File: config.mk
export PLATFORM = sky130hd
export DESIGN_NAME = counting_semaphore_fifo_wait_unit
export DESIGN_NICKNAME = d
export VERILOG_FILES = /design/src/sv/csfw_pkg.sv /design/src/sv/csfw_ctrl.sv /design/src/sv/csfw_dp.sv /design/src/sv/counting_semaphore_fifo_wait_unit.sv
export SDC_FILE = /design/constraint.sdc
export NUM_CORES = 1
export LEC_CHECK = 0
export BUFFER_PORTS_ARGS = -buffer_cell sky130_fd_sc_hd__buf_2
export CAP_MARGIN = 20
export CELL_PAD_IN_SITES_DETAIL_PLACEMENT = 1
export CELL_PAD_IN_SITES_GLOBAL_PLACEMENT = 1
export CORE_ASPECT_RATIO = 0.5
export CORE_MARGIN = 3
export CORE_UTILIZATION = 40
export DETAILED_ROUTE_END_ITERATION = 10
export PLACE_DENSITY_LB_ADDON = 0.3
export SLEW_MARGIN = 20
export SYNTH_ARGS = -nofsm -noshare
export SYNTH_HDL_FRONTEND = slang
export SYNTH_SLANG_ARGS = --single-unit
File: constraint.sdc
create_clock -name clk -period 10.05 [get_ports clk]
set_input_delay 2.01 -clock clk [delete_from_list [all_inputs] [get_ports clk]]
set_output_delay 2.01 -clock clk [all_outputs]
set_load 0.005 [all_outputs]
File: src/sv/csfw_pkg.sv
// shared types and constants for the counting semaphore with fifo wait queue
// no dependencies
package csfw_pkg;

  localparam int QUEUE_DEPTH = 16;
  localparam int ID_BITS     = 8;

  localparam int PTR_W = (QUEUE_DEPTH > 1) ? $clog2(QUEUE_DEPTH) : 1;
  localparam int CNT_W = $clog2(QUEUE_DEPTH + 1);

  localparam int PID_W  = 8;
  localparam int INIT_W = 8;
  localparam int VAL_W  = 16;

  localparam logic CMD_WAIT   = 1'b0;
  localparam logic CMD_SIGNAL = 1'b1;

  localparam logic signed [VAL_W-1:0] BAL_MIN = 16'sh8000;
  localparam logic signed [VAL_W-1:0] BAL_MAX = 16'sh7fff;
  localparam logic [INIT_W-1:0]       INIT_RESET = 8'd1;

  typedef enum logic [0:0] {
    ST_IDLE,
    ST_EXEC
  } state_t;

  typedef struct packed {
    logic capture;
    logic commit;
  } dp_cmd_t;

endpackage

File: src/sv/csfw_ctrl.sv
// controller fsm: takes an item, executes it and manages the output register valid
// depends on csfw_pkg
module csfw_ctrl
  import csfw_pkg::*;
(
  input  logic    clk,
  input  logic    rst_n,
  input  logic    in_valid,
  output logic    in_stall,
  output logic    out_valid,
  input  logic    out_stall,
  output dp_cmd_t dp_cmd
);

  state_t state_r, state_nxt;
  logic   out_valid_r, out_valid_nxt;

  always_ff @(posedge clk) begin
    if (!rst_n) begin
      state_r     <= ST_IDLE;
      out_valid_r <= 1'b0;
    end else begin
      state_r     <= state_nxt;
      out_valid_r <= out_valid_nxt;
    end
  end

  always_comb begin
    state_nxt      = state_r;
    out_valid_nxt  = out_valid_r && out_stall;
    dp_cmd.capture = 1'b0;
    dp_cmd.commit  = 1'b0;
    in_stall       = 1'b1;
    case (state_r)
      ST_IDLE: begin
        in_stall = 1'b0;
        if (in_valid) begin
          dp_cmd.capture = 1'b1;
          state_nxt      = ST_EXEC;
        end
      end
      ST_EXEC: begin
        if (!out_valid_r || !out_stall) begin
          dp_cmd.commit = 1'b1;
          out_valid_nxt = 1'b1;
          state_nxt     = ST_IDLE;
        end
      end
      default: begin
        state_nxt = ST_IDLE;
      end
    endcase
  end

  assign out_valid = out_valid_r;

endmodule

File: src/sv/csfw_dp.sv
// datapath: balance, wait ring memory with head/tail/count, result register
// depends on csfw_pkg
module csfw_dp
  import csfw_pkg::*;
(
  input  logic                    clk,
  input  logic                    rst_n,
  input  dp_cmd_t                 dp_cmd,
  input  logic                    cfg_wr_en,
  input  logic [INIT_W-1:0]       cfg_wr_data,
  input  logic                    in_command,
  input  logic [PID_W-1:0]        in_process_id,
  output logic                    out_blocked,
  output logic                    out_woken_valid,
  output logic [PID_W-1:0]        out_woken_id,
  output logic                    out_error_flag,
  output logic signed [VAL_W-1:0] out_semaphore_value
);

  logic [ID_BITS-1:0] ring_mem [QUEUE_DEPTH];
  logic [ID_BITS-1:0] rd_data_r;

  logic [INIT_W-1:0]       init_r;
  logic signed [VAL_W-1:0] bal_r, bal_nxt;
  logic [PTR_W-1:0]        head_r, head_nxt;
  logic [PTR_W-1:0]        tail_r, tail_nxt;
  logic [CNT_W-1:0]        count_r, count_nxt;

  logic               cmd_r;
  logic [ID_BITS-1:0] pid_r;

  logic                    push, pop, err;
  logic signed [VAL_W:0]   val, new_val;
  logic signed [VAL_W-1:0] val_clamped;

  logic                    blocked_r, woken_valid_r, error_r;
  logic [PID_W-1:0]        woken_id_r;
  logic signed [VAL_W-1:0] value_r;

  always_ff @(posedge clk) begin
    if (!rst_n) begin
      init_r  <= INIT_RESET;
      bal_r   <= '0;
      head_r  <= '0;
      tail_r  <= '0;
      count_r <= '0;
    end else begin
      if (cfg_wr_en) begin
        init_r <= cfg_wr_data;
      end
      if (dp_cmd.commit) begin
        bal_r   <= bal_nxt;
        head_r  <= head_nxt;
        tail_r  <= tail_nxt;
        count_r <= count_nxt;
      end
    end
  end

  // ring storage, registered read at the head
  always_ff @(posedge clk) begin
    if (dp_cmd.commit && push) begin
      ring_mem[tail_r] <= pid_r;
    end
    rd_data_r <= ring_mem[head_r];
  end

  always_ff @(posedge clk) begin
    if (dp_cmd.capture) begin
      cmd_r <= in_command;
      pid_r <= ID_BITS'(in_process_id);
    end
  end

  always_comb begin
    val       = $signed({1'b0, VAL_W'(init_r)}) + {bal_r[VAL_W-1], bal_r};
    bal_nxt   = bal_r;
    head_nxt  = head_r;
    tail_nxt  = tail_r;
    count_nxt = count_r;
    push      = 1'b0;
    pop       = 1'b0;
    err       = 1'b0;
    case (cmd_r)
      CMD_WAIT: begin
        if (bal_r == BAL_MIN) begin
          err = 1'b1;
        end else if (val[VAL_W] || val == '0) begin
          if (count_r == CNT_W'(QUEUE_DEPTH)) begin
            err = 1'b1;
          end else begin
            push      = 1'b1;
            bal_nxt   = bal_r - 16'sd1;
            tail_nxt  = (tail_r == PTR_W'(QUEUE_DEPTH - 1)) ? '0 : tail_r + PTR_W'(1);
            count_nxt = count_r + CNT_W'(1);
          end
        end else begin
          bal_nxt = bal_r - 16'sd1;
        end
      end
      CMD_SIGNAL: begin
        if (bal_r == BAL_MAX) begin
          err = 1'b1;
        end else begin
          bal_nxt = bal_r + 16'sd1;
          // value after the raise is zero or below when the old value was negative
          if (val[VAL_W] && count_r != '0) begin
            pop       = 1'b1;
            head_nxt  = (head_r == PTR_W'(QUEUE_DEPTH - 1)) ? '0 : head_r + PTR_W'(1);
            count_nxt = count_r - CNT_W'(1);
          end
        end
      end
      default: begin
        err = 1'b0;
      end
    endcase
    new_val = $signed({1'b0, VAL_W'(init_r)}) + {bal_nxt[VAL_W-1], bal_nxt};
    if (new_val > $signed({1'b0, BAL_MAX})) begin
      val_clamped = BAL_MAX;
    end else begin
      val_clamped = new_val[VAL_W-1:0];
    end
  end

  always_ff @(posedge clk) begin
    if (dp_cmd.commit) begin
      blocked_r     <= push;
      woken_valid_r <= pop;
      woken_id_r    <= pop ? PID_W'(rd_data_r) : '0;
      error_r       <= err;
      value_r       <= val_clamped;
    end
  end

  assign out_blocked         = blocked_r;
  assign out_woken_valid     = woken_valid_r;
  assign out_woken_id        = woken_id_r;
  assign out_error_flag      = error_r;
  assign out_semaphore_value = value_r;

endmodule

File: src/sv/counting_semaphore_fifo_wait_unit.sv
// top level of the counting semaphore with fifo wait queue
// depends on csfw_pkg, csfw_ctrl, csfw_dp
//
//   channel | handshake            | payload
//   --------+----------------------+------------------------------------------
//   in      | in_valid / in_stall  | in_command, in_process_id
//   out     | out_valid / out_stall| out_blocked, out_woken_valid, out_woken_id,
//           |                      | out_error_flag, out_semaphore_value
//   cfg     | cfg_wr_en            | cfg_wr_data (initial value)
//
// an item is taken in ST_IDLE, where the ring head is read, then executed in ST_EXEC,
// which loads the output register; a new item is taken while the result waits
// reset is synchronous, active low: balance, queue pointers and count clear,
// initial value returns to 1; ring contents are not cleared
// a stalled output holds the item in execution until the result register frees
module counting_semaphore_fifo_wait_unit
  import csfw_pkg::*;
(
  input  logic                    clk,
  input  logic                    rst_n,
  input  logic                    cfg_wr_en,
  input  logic [INIT_W-1:0]       cfg_wr_data,
  input  logic                    in_valid,
  output logic                    in_stall,
  input  logic                    in_command,
  input  logic [PID_W-1:0]        in_process_id,
  output logic                    out_valid,
  input  logic                    out_stall,
  output logic                    out_blocked,
  output logic                    out_woken_valid,
  output logic [PID_W-1:0]        out_woken_id,
  output logic                    out_error_flag,
  output logic signed [VAL_W-1:0] out_semaphore_value
);

  dp_cmd_t dp_cmd;

  csfw_ctrl u_ctrl (
    .clk       (clk),
    .rst_n     (rst_n),
    .in_valid  (in_valid),
    .in_stall  (in_stall),
    .out_valid (out_valid),
    .out_stall (out_stall),
    .dp_cmd    (dp_cmd)
  );

  csfw_dp u_dp (
    .clk                 (clk),
    .rst_n               (rst_n),
    .dp_cmd              (dp_cmd),
    .cfg_wr_en           (cfg_wr_en),
    .cfg_wr_data         (cfg_wr_data),
    .in_command          (in_command),
    .in_process_id       (in_process_id),
    .out_blocked         (out_blocked),
    .out_woken_valid     (out_woken_valid),
    .out_woken_id        (out_woken_id),
    .out_error_flag      (out_error_flag),
    .out_semaphore_value (out_semaphore_value)
  );

endmodule

==> impl_metrics.tcl, run 1 <==
set metrics [dict create \
    fill_cells 2510 \
    worstPathMaxFanout 14 \
    grt_pass1_vias 6828 \
    clkTransAtPathRegs_ns 0.07 \
    setup_violations 0 \
    use_met1_pct 23.98 \
    cts_setup_buffers 0 \
    ys_warn_count 0 \
    grt_busiest_layer "met2" \
    power_density_nw_per_um2 184.7 \
    hold_viol_final 0 \
    grt_pass1_wl_microns 38900 \
    switching_share_pct 25.34 \
    area_delta_synth_final_pct 12.69 \
    insertion_delay_ns 0.51 \
    hpwlAfterDp_microns 17010 \
    tns_ns 0 \
    drt_iter0_markers 458 \
    peakVddDrop_mv 0.09609 \
    slew_viol_final 0 \
    fmax_mhz 153.4 \
    min_path_type "register to register" \
    power.switching_mw 0.5415 \
    async_flop_share_pct 0 \
    max_slew.worst_pin.slew_ns 1.063 \
    postLayoutCoreUtil_pct 46.98 \
    antenna_cells 0 \
    use_met3_pct 3.155 \
    grt_max_degree 41 \
    root_buffer "clkbuf_16" \
    synth_edf_count 164 \
    ctsResizeCount 0 \
    p_int_mw 1.595 \
    hold_buffers 0 \
    syn-num-nets 814 \
    grt_antenna_before_repair 0 \
    drive_gt1_share_pct 21.05 \
    nets 853 \
    gp_congestion 0.8512 \
    slew_headroom_pct 28.97 \
    synth_area_sq_um 10260 \
    synth_area_leader_cell "edfxtp_1" \
    yosysSeqAreaShare_pct 57.14 \
    leakage_nw 3.973 \
    synth_cells 763 \
    first_pass_iters 4 \
    grt-ovfl-total 0 \
    cts_inserted_buffers 21 \
    status "finished clean" \
    drc_errors 0 \
    pwr-share-clk_pct 40.4 \
    grt_util_met2_pct 30.53 \
    cts_num_sinks 211 \
    cp-end-kind "register" \
    boundaryPins 51 \
    postRouteAntennaNets 0 \
    port_buffers 50 \
    vias_per_cell 5.608 \
    wirelength_microns 24510 \
    start_kind "register" \
    seqPwrFrac_pct 46.9 \
    cts_buffer_depth 3 \
    dieWidth_microns 232.6 \
    worstPathArrival_ns 6.86 \
    synth_cell_types 86 \
    die_h_microns 119.3 \
    finClkSkew_ns 0.01299 \
    core-area_sq_um 24620 \
    htree_levels 1 \
    cap_violations 0 \
    start_util_pct 41.69 \
    grt.total_usage_pct 18.03 \
    ys_ff_latch 211 \
    synth_flop_cell "edfxtp_1" \
    layout_min_cycle_time_ns 6.520 \
    routedWlPerCell_microns 21.26 \
    r2r_slack_ns 3.53 \
    rows 40 \
    crit_type "register to register" \
    required_ns 10.39 \
    vias 6466 \
    synth_top_area_share_pct 47.98 \
    postSynthAreaPerCell_sq_um 13.45 \
    pwr-share-comb_pct 12.7 \
    period_share_pct 64.87 \
    ys_top_cells_by_area "edfxtp_1, dfxtp_1, mux4_2" \
    cts_tree "built" \
    die_area_sq_um 27740 \
    rsz0062_at_grt "false" \
]
## cell usage after synthesis (3+ instances only)
cell	count
edfxtp_1	164
nand2_1	52
dfxtp_1	47
nor2_1	43
mux4_2	40
clkbuf_1	30
ha_1	26
o21ai_0	24
a21oi_1	22
xnor2_1	22
and2_1	21
mux2i_1	19
nor2b_1	19
inv_1	18
nor3_1	15
or3_1	14
nand3_1	13
a21boi_0	11
and3_1	8
nand4_1	8
a21o_1	7
a31oi_1	7
xor2_1	7
nand2b_1	6
nor4_1	6
o21a_1	6
a31o_2	5
nor3b_1	5
o211ai_1	5
o22ai_2	5
o31a_1	4
and4_1	3
buf_1	3
buf_2	3
buf_6	3
fa_1	3
nor3_4	3
o21ai_2	3
o21bai_1	3
or2_2	3
or4_1	3
## through the flow
step	cell area, sq um	hold slack [ns]	std cells	worst slack (ns)	total power [mW]
global route	11570	0.5318	1153	2.959	2.233
CTS	11570	0.5076	1153	3.587	2.161
global placement	10820	0.4873	1115	3.923	1.282
detailed placement	10820	0.4923	1115	3.621	1.291
floorplan	10260	0.4754	763	4.508	1.210
finish	11570	0.5078	1153	3.530	2.137
## layout by cell type (no fill, tap or decap), types with 8 or more instances in the layout
master / instances
ha_1: 26
nor2_1: 43
nor2b_1: 19
xnor2_1: 22
mux4_2: 40
nor3_1: 11
clkbuf_16: 21
dfxtp_1: 46
nand2_1: 52
inv_1: 18
buf_2: 50
nand3_1: 13
mux2i_1: 19
nand4_1: 8
edfxtp_1: 164
a21boi_0: 11
o21ai_0: 24
a21oi_1: 22
and3_1: 8
and2_1: 21
or3_1: 14
## kinds of logic after synthesis
group	Yosys count	synth area share (%)
fa+ha+maj	29	3.754
xor+xnor	29	2.474
simple gates	236	13.07
mux	59	10.63
flops	211	57.14
compound gates	141	10.56
buf+inv	58	2.377
## power by group through the flow
stage | clock, mW | combinational (mW) | sequential (mW)
2_1_floorplan | 0 | 0.206 | 1.00
3_3_place_gp | 0 | 0.262 | 1.02
3_5_place_dp | 0 | 0.269 | 1.02
4_1_cts | 0.886 | 0.271 | 1.00
5_1_grt | 0.926 | 0.300 | 1.01
6_report | 0.863 | 0.271 | 1.00
## cell type report
cell class	count	area (sq um)	area share, %
clock buffers	23	533.0	4.608
clock inverters	15	212.7	1.839
inverters	19	71.32	0.6166
multi-input cells	494	4175	36.10
flip-flops and latches	211	5867	50.72
well taps	336	420.4	3.634
repair buffers	55	287.8	2.488
## worst max-delay path, cell delays in order, from the launching register on
cell and delay (ns):
dfxtp_1 0.40, ha_1 0.27, fa_1 0.40, a21o_1 0.20, a221oi_2 0.53, o21ai_0 0.22
xnor2_1 0.28, o311ai_4 0.26, nor4b_4 0.47, nor3_1 0.15, nor2_1 0.26, xnor2_1 0.16
ha_1 0.20, inv_1 0.06, fa_1 0.37, nor2b_1 0.21, o21ai_0 0.14, a21boi_0 0.33
o21a_1 0.17, o21ai_0 0.12, nand2b_1 0.16, a21oi_1 0.12, a2111o_1 0.37, o211a_2 0.28
o21ai_0 0.21
## metal layers
layer,part of all wire [%],vias up,routed length [microns]
li1,-,3020,-
met1,45,3278,11040
met2,49,127,11900
met3,3.8,41,943
met4,2.6,0,631
met5,0,-,0
## path summary, 6_finish.rpt
check                                  start                                   endpoint  depth (start not counted)
hold / removal     u_dp.rd_data_r[4]$_DFF_P_         u_dp.out_woken_id[4]$_SDFFCE_PN0P_                          1
hold reg to reg    u_dp.rd_data_r[4]$_DFF_P_         u_dp.out_woken_id[4]$_SDFFCE_PN0P_                          1
setup reg to reg  u_dp.bal_r[0]$_SDFFE_PN0P_  u_dp.out_semaphore_value[1]$_SDFFCE_PN1P_                         24
setup / recovery  u_dp.bal_r[0]$_SDFFE_PN0P_  u_dp.out_semaphore_value[1]$_SDFFCE_PN1P_                         24
## state kept, by name, summed over array words and instances, names as in the netlist
register	cells
u_dp.init_r	8
u_dp.out_woken_valid	1
u_dp.rd_data_r	8
u_dp.count_r	5
u_dp.pid_r	8
u_dp.bal_r	16
u_dp.head_r	4
u_dp.tail_r	4
u_dp.out_woken_id	8
u_dp.cmd_r	1
u_dp.out_error_flag	1
u_dp.out_blocked	1
u_dp.ring_mem	128
u_dp.out_semaphore_value	16
u_ctrl.out_valid	1
u_ctrl.state_r	1
Power figures use the tool's default switching activity.
==> inputs of run 2 (changes only) <==
==> constraint.sdc (replaced) <==
create_clock -name clk -period 5.55 [get_ports clk]
set_input_delay 1.11 -clock clk [delete_from_list [all_inputs] [get_ports clk]]
set_output_delay 1.11 -clock clk [all_outputs]
set_load 0.005 [all_outputs]
==> impl_metrics.tcl, run 2 (same netlist as run 1, synthesis figures left out) <==
set metrics [dict create \
    largest_reg_flops 128 \
    period_share_pct 99.03 \
    leakage_nw 4.234 \
    top_register "u_dp.ring_mem" \
    worstPathArrival_ns 5.85 \
    grt_pass1_wl_microns 41090 \
    fin_ws_ns 0.05397 \
    first_pass_iters 5 \
    die_h_microns 119.3 \
    postRouteAntennaNets 0 \
    cts_buffer_depth 3 \
    crit_chain "ha_4 > fa_2 > xor2_1 > a2111oi_2 > o311ai_2 > nor4_2 > nand3_1 > or4b_4 > buf_4 > nand4_1 > o221a_2 > ha_1 > a21o_1 > a21oi_2 > o21ai_0 > a21oi_1 > o21bai_1 > a21oi_2 > o21bai_2 > a2111o_1 > o211a_4 > o22ai_2" \
    grt_util_met2_pct 33.08 \
    multiInputGateArea_sq_um 4269 \
    slew_viol_final 0 \
    crit_path_start "u_dp.init_r[0]$_SDFFE_PN1P_" \
    fin_cells 1215 \
    grt_pass1_vias 7205 \
    status "finished clean" \
    hpwlAfterDp_microns 18420 \
    use_met3_pct 3.466 \
    peakVddDrop_mv 0.1625 \
    cp_common_cell "a21oi_2" \
    nets 915 \
    max_slew.worst_pin.slew_ns 1.045 \
    vias_per_cell 5.597 \
    slowest_delay_ns 0.53 \
    start_kind "register" \
    cp_top_family "compound AO/OA/AOI/OAI gates" \
    port_buffers 50 \
    htree_levels 1 \
    worstPathMaxFanout 7 \
    pre_cts_slack_ns -0.2081 \
    insertion_delay_ns 0.51 \
    crit_slowest_cell "or4b_4" \
    setup_violations 0 \
    grt.total_usage_pct 18.98 \
    vias 6800 \
    cts_inserted_buffers 21 \
    use_met1_pct 24.60 \
    crit_type "register to register" \
    required_ns 5.90 \
    rsz0062_at_grt "true" \
    clkTransAtPathRegs_ns 0.07 \
    finClkSkew_ns 0.01220 \
    min_path_type "register to register" \
    hold_viol_final 0 \
    fill_cells 2539 \
    boundaryPins 51 \
    routedWlPerCell_microns 21.71 \
    grt-ovfl-total 0 \
    root_buffer "clkbuf_16" \
    cp.buffers_inverters 1 \
    fmax_mhz 182.0 \
    die_area_sq_um 27740 \
    r2r_start "u_dp.init_r[0]$_SDFFE_PN1P_" \
    layout_common_cells "edfxtp_1, buf_4, nand2_1, buf_2, dfxtp_1" \
    wirelength_microns 26380 \
    ff_latch_area_sq_um 5869 \
    cap_violations 0 \
    slew_headroom_pct 30.20 \
    core-area_sq_um 24620 \
    area_delta_synth_final_pct 17.37 \
    grt_busiest_layer "met2" \
    placed_cells_incl_taps 1166 \
    gp_congestion 0.9018 \
    rows 40 \
    cp-end-kind "register" \
    drt_iter0_markers 545 \
    power_density_nw_per_um2 315.7 \
    start_util_pct 41.69 \
    final_common_cell "edfxtp_1" \
    cts_tree "built" \
    drive_gt1_share_pct 28.47 \
    cts_num_sinks 211 \
    grt_max_degree 41 \
    whs_ns 0.5123 \
    hp-start "u_dp.rd_data_r[4]$_DFF_P_" \
    layout_min_cycle_time_ns 5.496 \
    drc_errors 0 \
    grt_antenna_before_repair 0 \
    dieWidth_microns 232.6 \
]
-- run 2: changes by cell type in the layout (fill, tap and decap cells not counted), moves of 3 or more --
cell and delta:
buf_4 +60, o21ai_0 -6, a21oi_1 -3, a21oi_2 +3, bufinv_16 -3, clkbuf_1 +3, nor3_1 +3, nor3_2 -3
o21ai_1 +3, o21ai_2 +3
-- run 2: through the flow --
| stage | cell area, sq um | power, mW | utilization (%) | setup TNS, ns |
|---|---|---|---|---|
| after floorplan | 10260 | 2.190 | - | 0 |
| after global placement | 11180 | 2.358 | 45.42 | -0.07433 |
| after detailed placement | 11180 | 2.378 | 45.42 | -2.078 |
| after CTS | 11910 | 3.809 | 48.38 | 0 |
| after global routing | 12050 | 3.970 | 48.92 | -3.192 |
| final | 12050 | 3.803 | 48.93 | 0 |
-- run 2: final cells by class --
class | instances | share of cell area, %
sequential | 211 | 48.72
timing repair buffer | 116 | 6.221
clock inverter | 11 | 1.007
multi-input combinational | 495 | 35.43
antenna | 1 | 0.02077
clock buffer | 26 | 4.518
tap | 336 | 3.489
inverter | 19 | 0.5920
-- run 2: final timing paths --
| check | end | slack [ns] | cells after the start |
|---|---|---|---|
| worst max-delay path | u_dp.out_semaphore_value[11]$_SDFFCE_PN1P_ | 0.05 | 22 |
| worst min-delay path | u_dp.out_woken_id[4]$_SDFFCE_PN0P_ | 0.51 | 1 |
| worst max register to register | u_dp.out_semaphore_value[11]$_SDFFCE_PN1P_ | 0.05 | 22 |
| worst min register to register | u_dp.out_woken_id[4]$_SDFFCE_PN0P_ | 0.51 | 1 |
-- run 2: report_power, final --
group	switching, mW	total [mW]	internal, mW
Clock	0.611	1.41	0.798
Sequential	0.0431	1.80	1.76
Combinational	0.341	0.594	0.253
-- run 2: metal layers --
metal / up-vias / part of all wire [%]
met2: 143 / 50
met4: 0 / 2.3
met3: 43 / 4.2
li1: 3157 / -
met5: - / 0
met1: 3457 / 43
-- run 2: timing repair --
| item | in CTS | in global routing |
|---|---|---|
| endpoints found under the setup margin | 14 | 16 |
| pin swaps | 6 | 24 |
| gates resized for setup | 9 | 24 |
| buffers inserted | 3 | 7 |
| gates cloned | 1 | 0 |
| hold buffers | 0 | 0 |
| endpoints found under the hold margin | 0 | 0 |
==> inputs of run 3 (changes only) <==
--- a/config.mk
+++ b/config.mk
@@ -14,6 +14,7 @@
 export CORE_UTILIZATION = 40
 export DETAILED_ROUTE_END_ITERATION = 10
 export PLACE_DENSITY_LB_ADDON = 0.3
+export RECOVER_POWER = 50
 export SLEW_MARGIN = 20
 export SYNTH_ARGS = -nofsm -noshare
 export SYNTH_HDL_FRONTEND = slang
==> impl_metrics.tcl, run 3 (same netlist as run 1, synthesis figures left out) <==
set metrics [dict create \
    status "finished with violations" \
    violations "capacitance limit, slew limit" \
    vias_per_cell 5.612 \
    cap_violations 2 \
    top_register "u_dp.ring_mem" \
    htree_levels 1 \
    postLayoutCoreUtil_pct 48.88 \
    r2r_cells 22 \
    cts_buffer_depth 3 \
    hpwlAfterDp_microns 18420 \
    port_buffers 50 \
    start_kind "register" \
    min_path_type "register to register" \
    power_density_nw_per_um2 316.1 \
    grt_pass1_vias 7205 \
    p_int_mw 2.808 \
    fill_cells 2541 \
    max_slew.worst_pin.slew_ns 2.082 \
    grt_max_degree 41 \
    fin_ws_ns 0.05690 \
    root_buffer "clkbuf_16" \
    r2r_start "u_dp.init_r[0]$_SDFFE_PN1P_" \
    setup_violations 0 \
    cts_tree "built" \
    pwr-share-clk_pct 37.1 \
    switching_share_pct 26.21 \
    die_area_sq_um 27740 \
    total_power_mw 3.805 \
    cts_num_sinks 211 \
    hp-start "u_dp.rd_data_r[3]$_DFF_P_" \
    first_pass_iters 5 \
    core-area_sq_um 24620 \
    multiInputGateArea_sq_um 4269 \
    tns_ns 0 \
    pwr-share-comb_pct 15.6 \
    peakVddDrop_mv 0.1615 \
    grt_antenna_before_repair 0 \
    clkTransAtPathRegs_ns 0.07 \
    largest_reg_flops 128 \
    holdPathStages 1 \
    area_delta_synth_final_pct 17.25 \
    start_util_pct 41.69 \
    gp_congestion 0.9018 \
    leakage_nw 4.215 \
    die_h_microns 119.3 \
    drc_errors 0 \
    rows 40 \
    vias 6818 \
    fmax_mhz 182.0 \
    r2r-end "u_dp.out_semaphore_value[11]$_SDFFCE_PN1P_" \
    drive_gt1_share_pct 27.79 \
    hold_viol_final 0 \
    dieWidth_microns 232.6 \
    boundaryPins 51 \
    holdPathEnd "u_dp.out_woken_id[3]$_SDFFCE_PN0P_" \
    ff_latch_area_sq_um 5869 \
    grt_pass1_wl_microns 41090 \
    insertion_delay_ns 0.51 \
    required_ns 5.90 \
    r2r_slack_ns 0.06 \
    power.switching_mw 0.9971 \
    slew_viol_final 79 \
    layout_min_cycle_time_ns 5.493 \
    worstPathMaxFanout 7 \
    postRouteAntennaNets 0 \
    grt.total_usage_pct 18.98 \
    period_share_pct 98.97 \
    finClkSkew_ns 0.01128 \
    cp-end-kind "register" \
    final_common_cell "edfxtp_1" \
    cts_inserted_buffers 21 \
    pre_cts_slack_ns -0.2081 \
    slew_headroom_pct -38.78 \
    layout_common_cells "edfxtp_1, buf_4, nand2_1, buf_2, dfxtp_1" \
    rsz0062_at_grt "true" \
    crit_type "register to register" \
    seqPwrFrac_pct 47.3 \
    hold_buffers 0 \
    nets 915 \
    worstPathArrival_ns 5.84 \
    wirelength_microns 26390 \
    routedWlPerCell_microns 21.72 \
    grt-ovfl-total 0 \
    drt_iter0_markers 519 \
]
run 3: cell count changes in the layout (fill, tap and decap cells not counted), sizes merged:
cell,previous run,this run
buf,116,111
clkbuf,26,31
run 3: worst max path at each step:
stage                                      from                                         end  slack (ns)  cells past startpoint
floorplan            u_dp.bal_r[0]$_SDFFE_PN0P_   u_dp.out_semaphore_value[4]$_SDFFCE_PN1P_       0.008                     25
global placement     u_dp.bal_r[0]$_SDFFE_PN0P_   u_dp.out_semaphore_value[3]$_SDFFCE_PN1P_       -0.02                     22
detailed placement   u_dp.bal_r[0]$_SDFFE_PN0P_   u_dp.out_semaphore_value[3]$_SDFFCE_PN1P_       -0.21                     22
CTS                  u_dp.bal_r[0]$_SDFFE_PN0P_  u_dp.out_semaphore_value[12]$_SDFFCE_PN1P_       0.003                     25
global route         u_dp.bal_r[0]$_SDFFE_PN0P_   u_dp.out_semaphore_value[2]$_SDFFCE_PN1P_       -0.24                     22
finish              u_dp.init_r[0]$_SDFFE_PN1P_  u_dp.out_semaphore_value[11]$_SDFFCE_PN1P_        0.06                     22
run 3: cell type report:
cell class,count,share of cell area [%]
antenna,1,0.02079
clock buffer,26,4.522
clock inverter,11,1.008
inverter,19,0.5926
multi-input combinational,495,35.47
sequential,211,48.77
tap,336,3.493
timing repair buffer,116,6.123
run 3: power groups by stage:
stage	clock, mW	sequential, mW	combinational [mW]
finish	1.41	1.80	0.594
global route	1.51	1.81	0.651
CTS	1.44	1.80	0.567
detailed placement	0	1.83	0.546
global placement	0	1.83	0.530
floorplan	0	1.82	0.372
run 3: repair_timing:
action	4_1_cts	5_1_grt
resized for setup	9	24
pin swaps	6	24
endpoints found under the hold margin	0	0
gates cloned	1	0
buffers inserted	3	7
endpoints found under the setup margin	14	16
run 3: worst max-delay path, stage by stage (launching register included):
cell and delay [ns]:
dfxtp_2 0.34, ha_4 0.16, fa_2 0.37, xor2_1 0.19, a2111oi_2 0.38, o311ai_2 0.17
nor4_2 0.35, nand3_1 0.15, or4b_4 0.53, buf_4 0.17, nand4_1 0.08, o221a_2 0.24
ha_1 0.24, a21o_1 0.20, a21oi_2 0.17, o21ai_0 0.09, a21oi_1 0.17, o21bai_1 0.10
a21oi_2 0.23, o21bai_2 0.12, a2111o_1 0.48, o211a_4 0.23, o22ai_2 0.17
run 3: routing by layer:
layer  track usage (%)  part of all wire [%]  vias to the layer above
met4             4.647                   2.3                        0
li1                  -                     -                     3154
met5                 0                     0                        -
met1             24.60                    43                     3462
met3             3.466                   4.3                       43
met2             33.08                    50                      159
run 3: stage by stage:
stage | area [sq um] | instances | hold WS (ns)
CTS | 11910 | 1207 | 0.5110
finish | 12040 | 1215 | 0.5118
floorplan | 10260 | 763 | 0.4754
detailed placement | 11180 | 1166 | 0.4956
global placement | 11180 | 1166 | 0.4895
global route | 12030 | 1214 | 0.5362
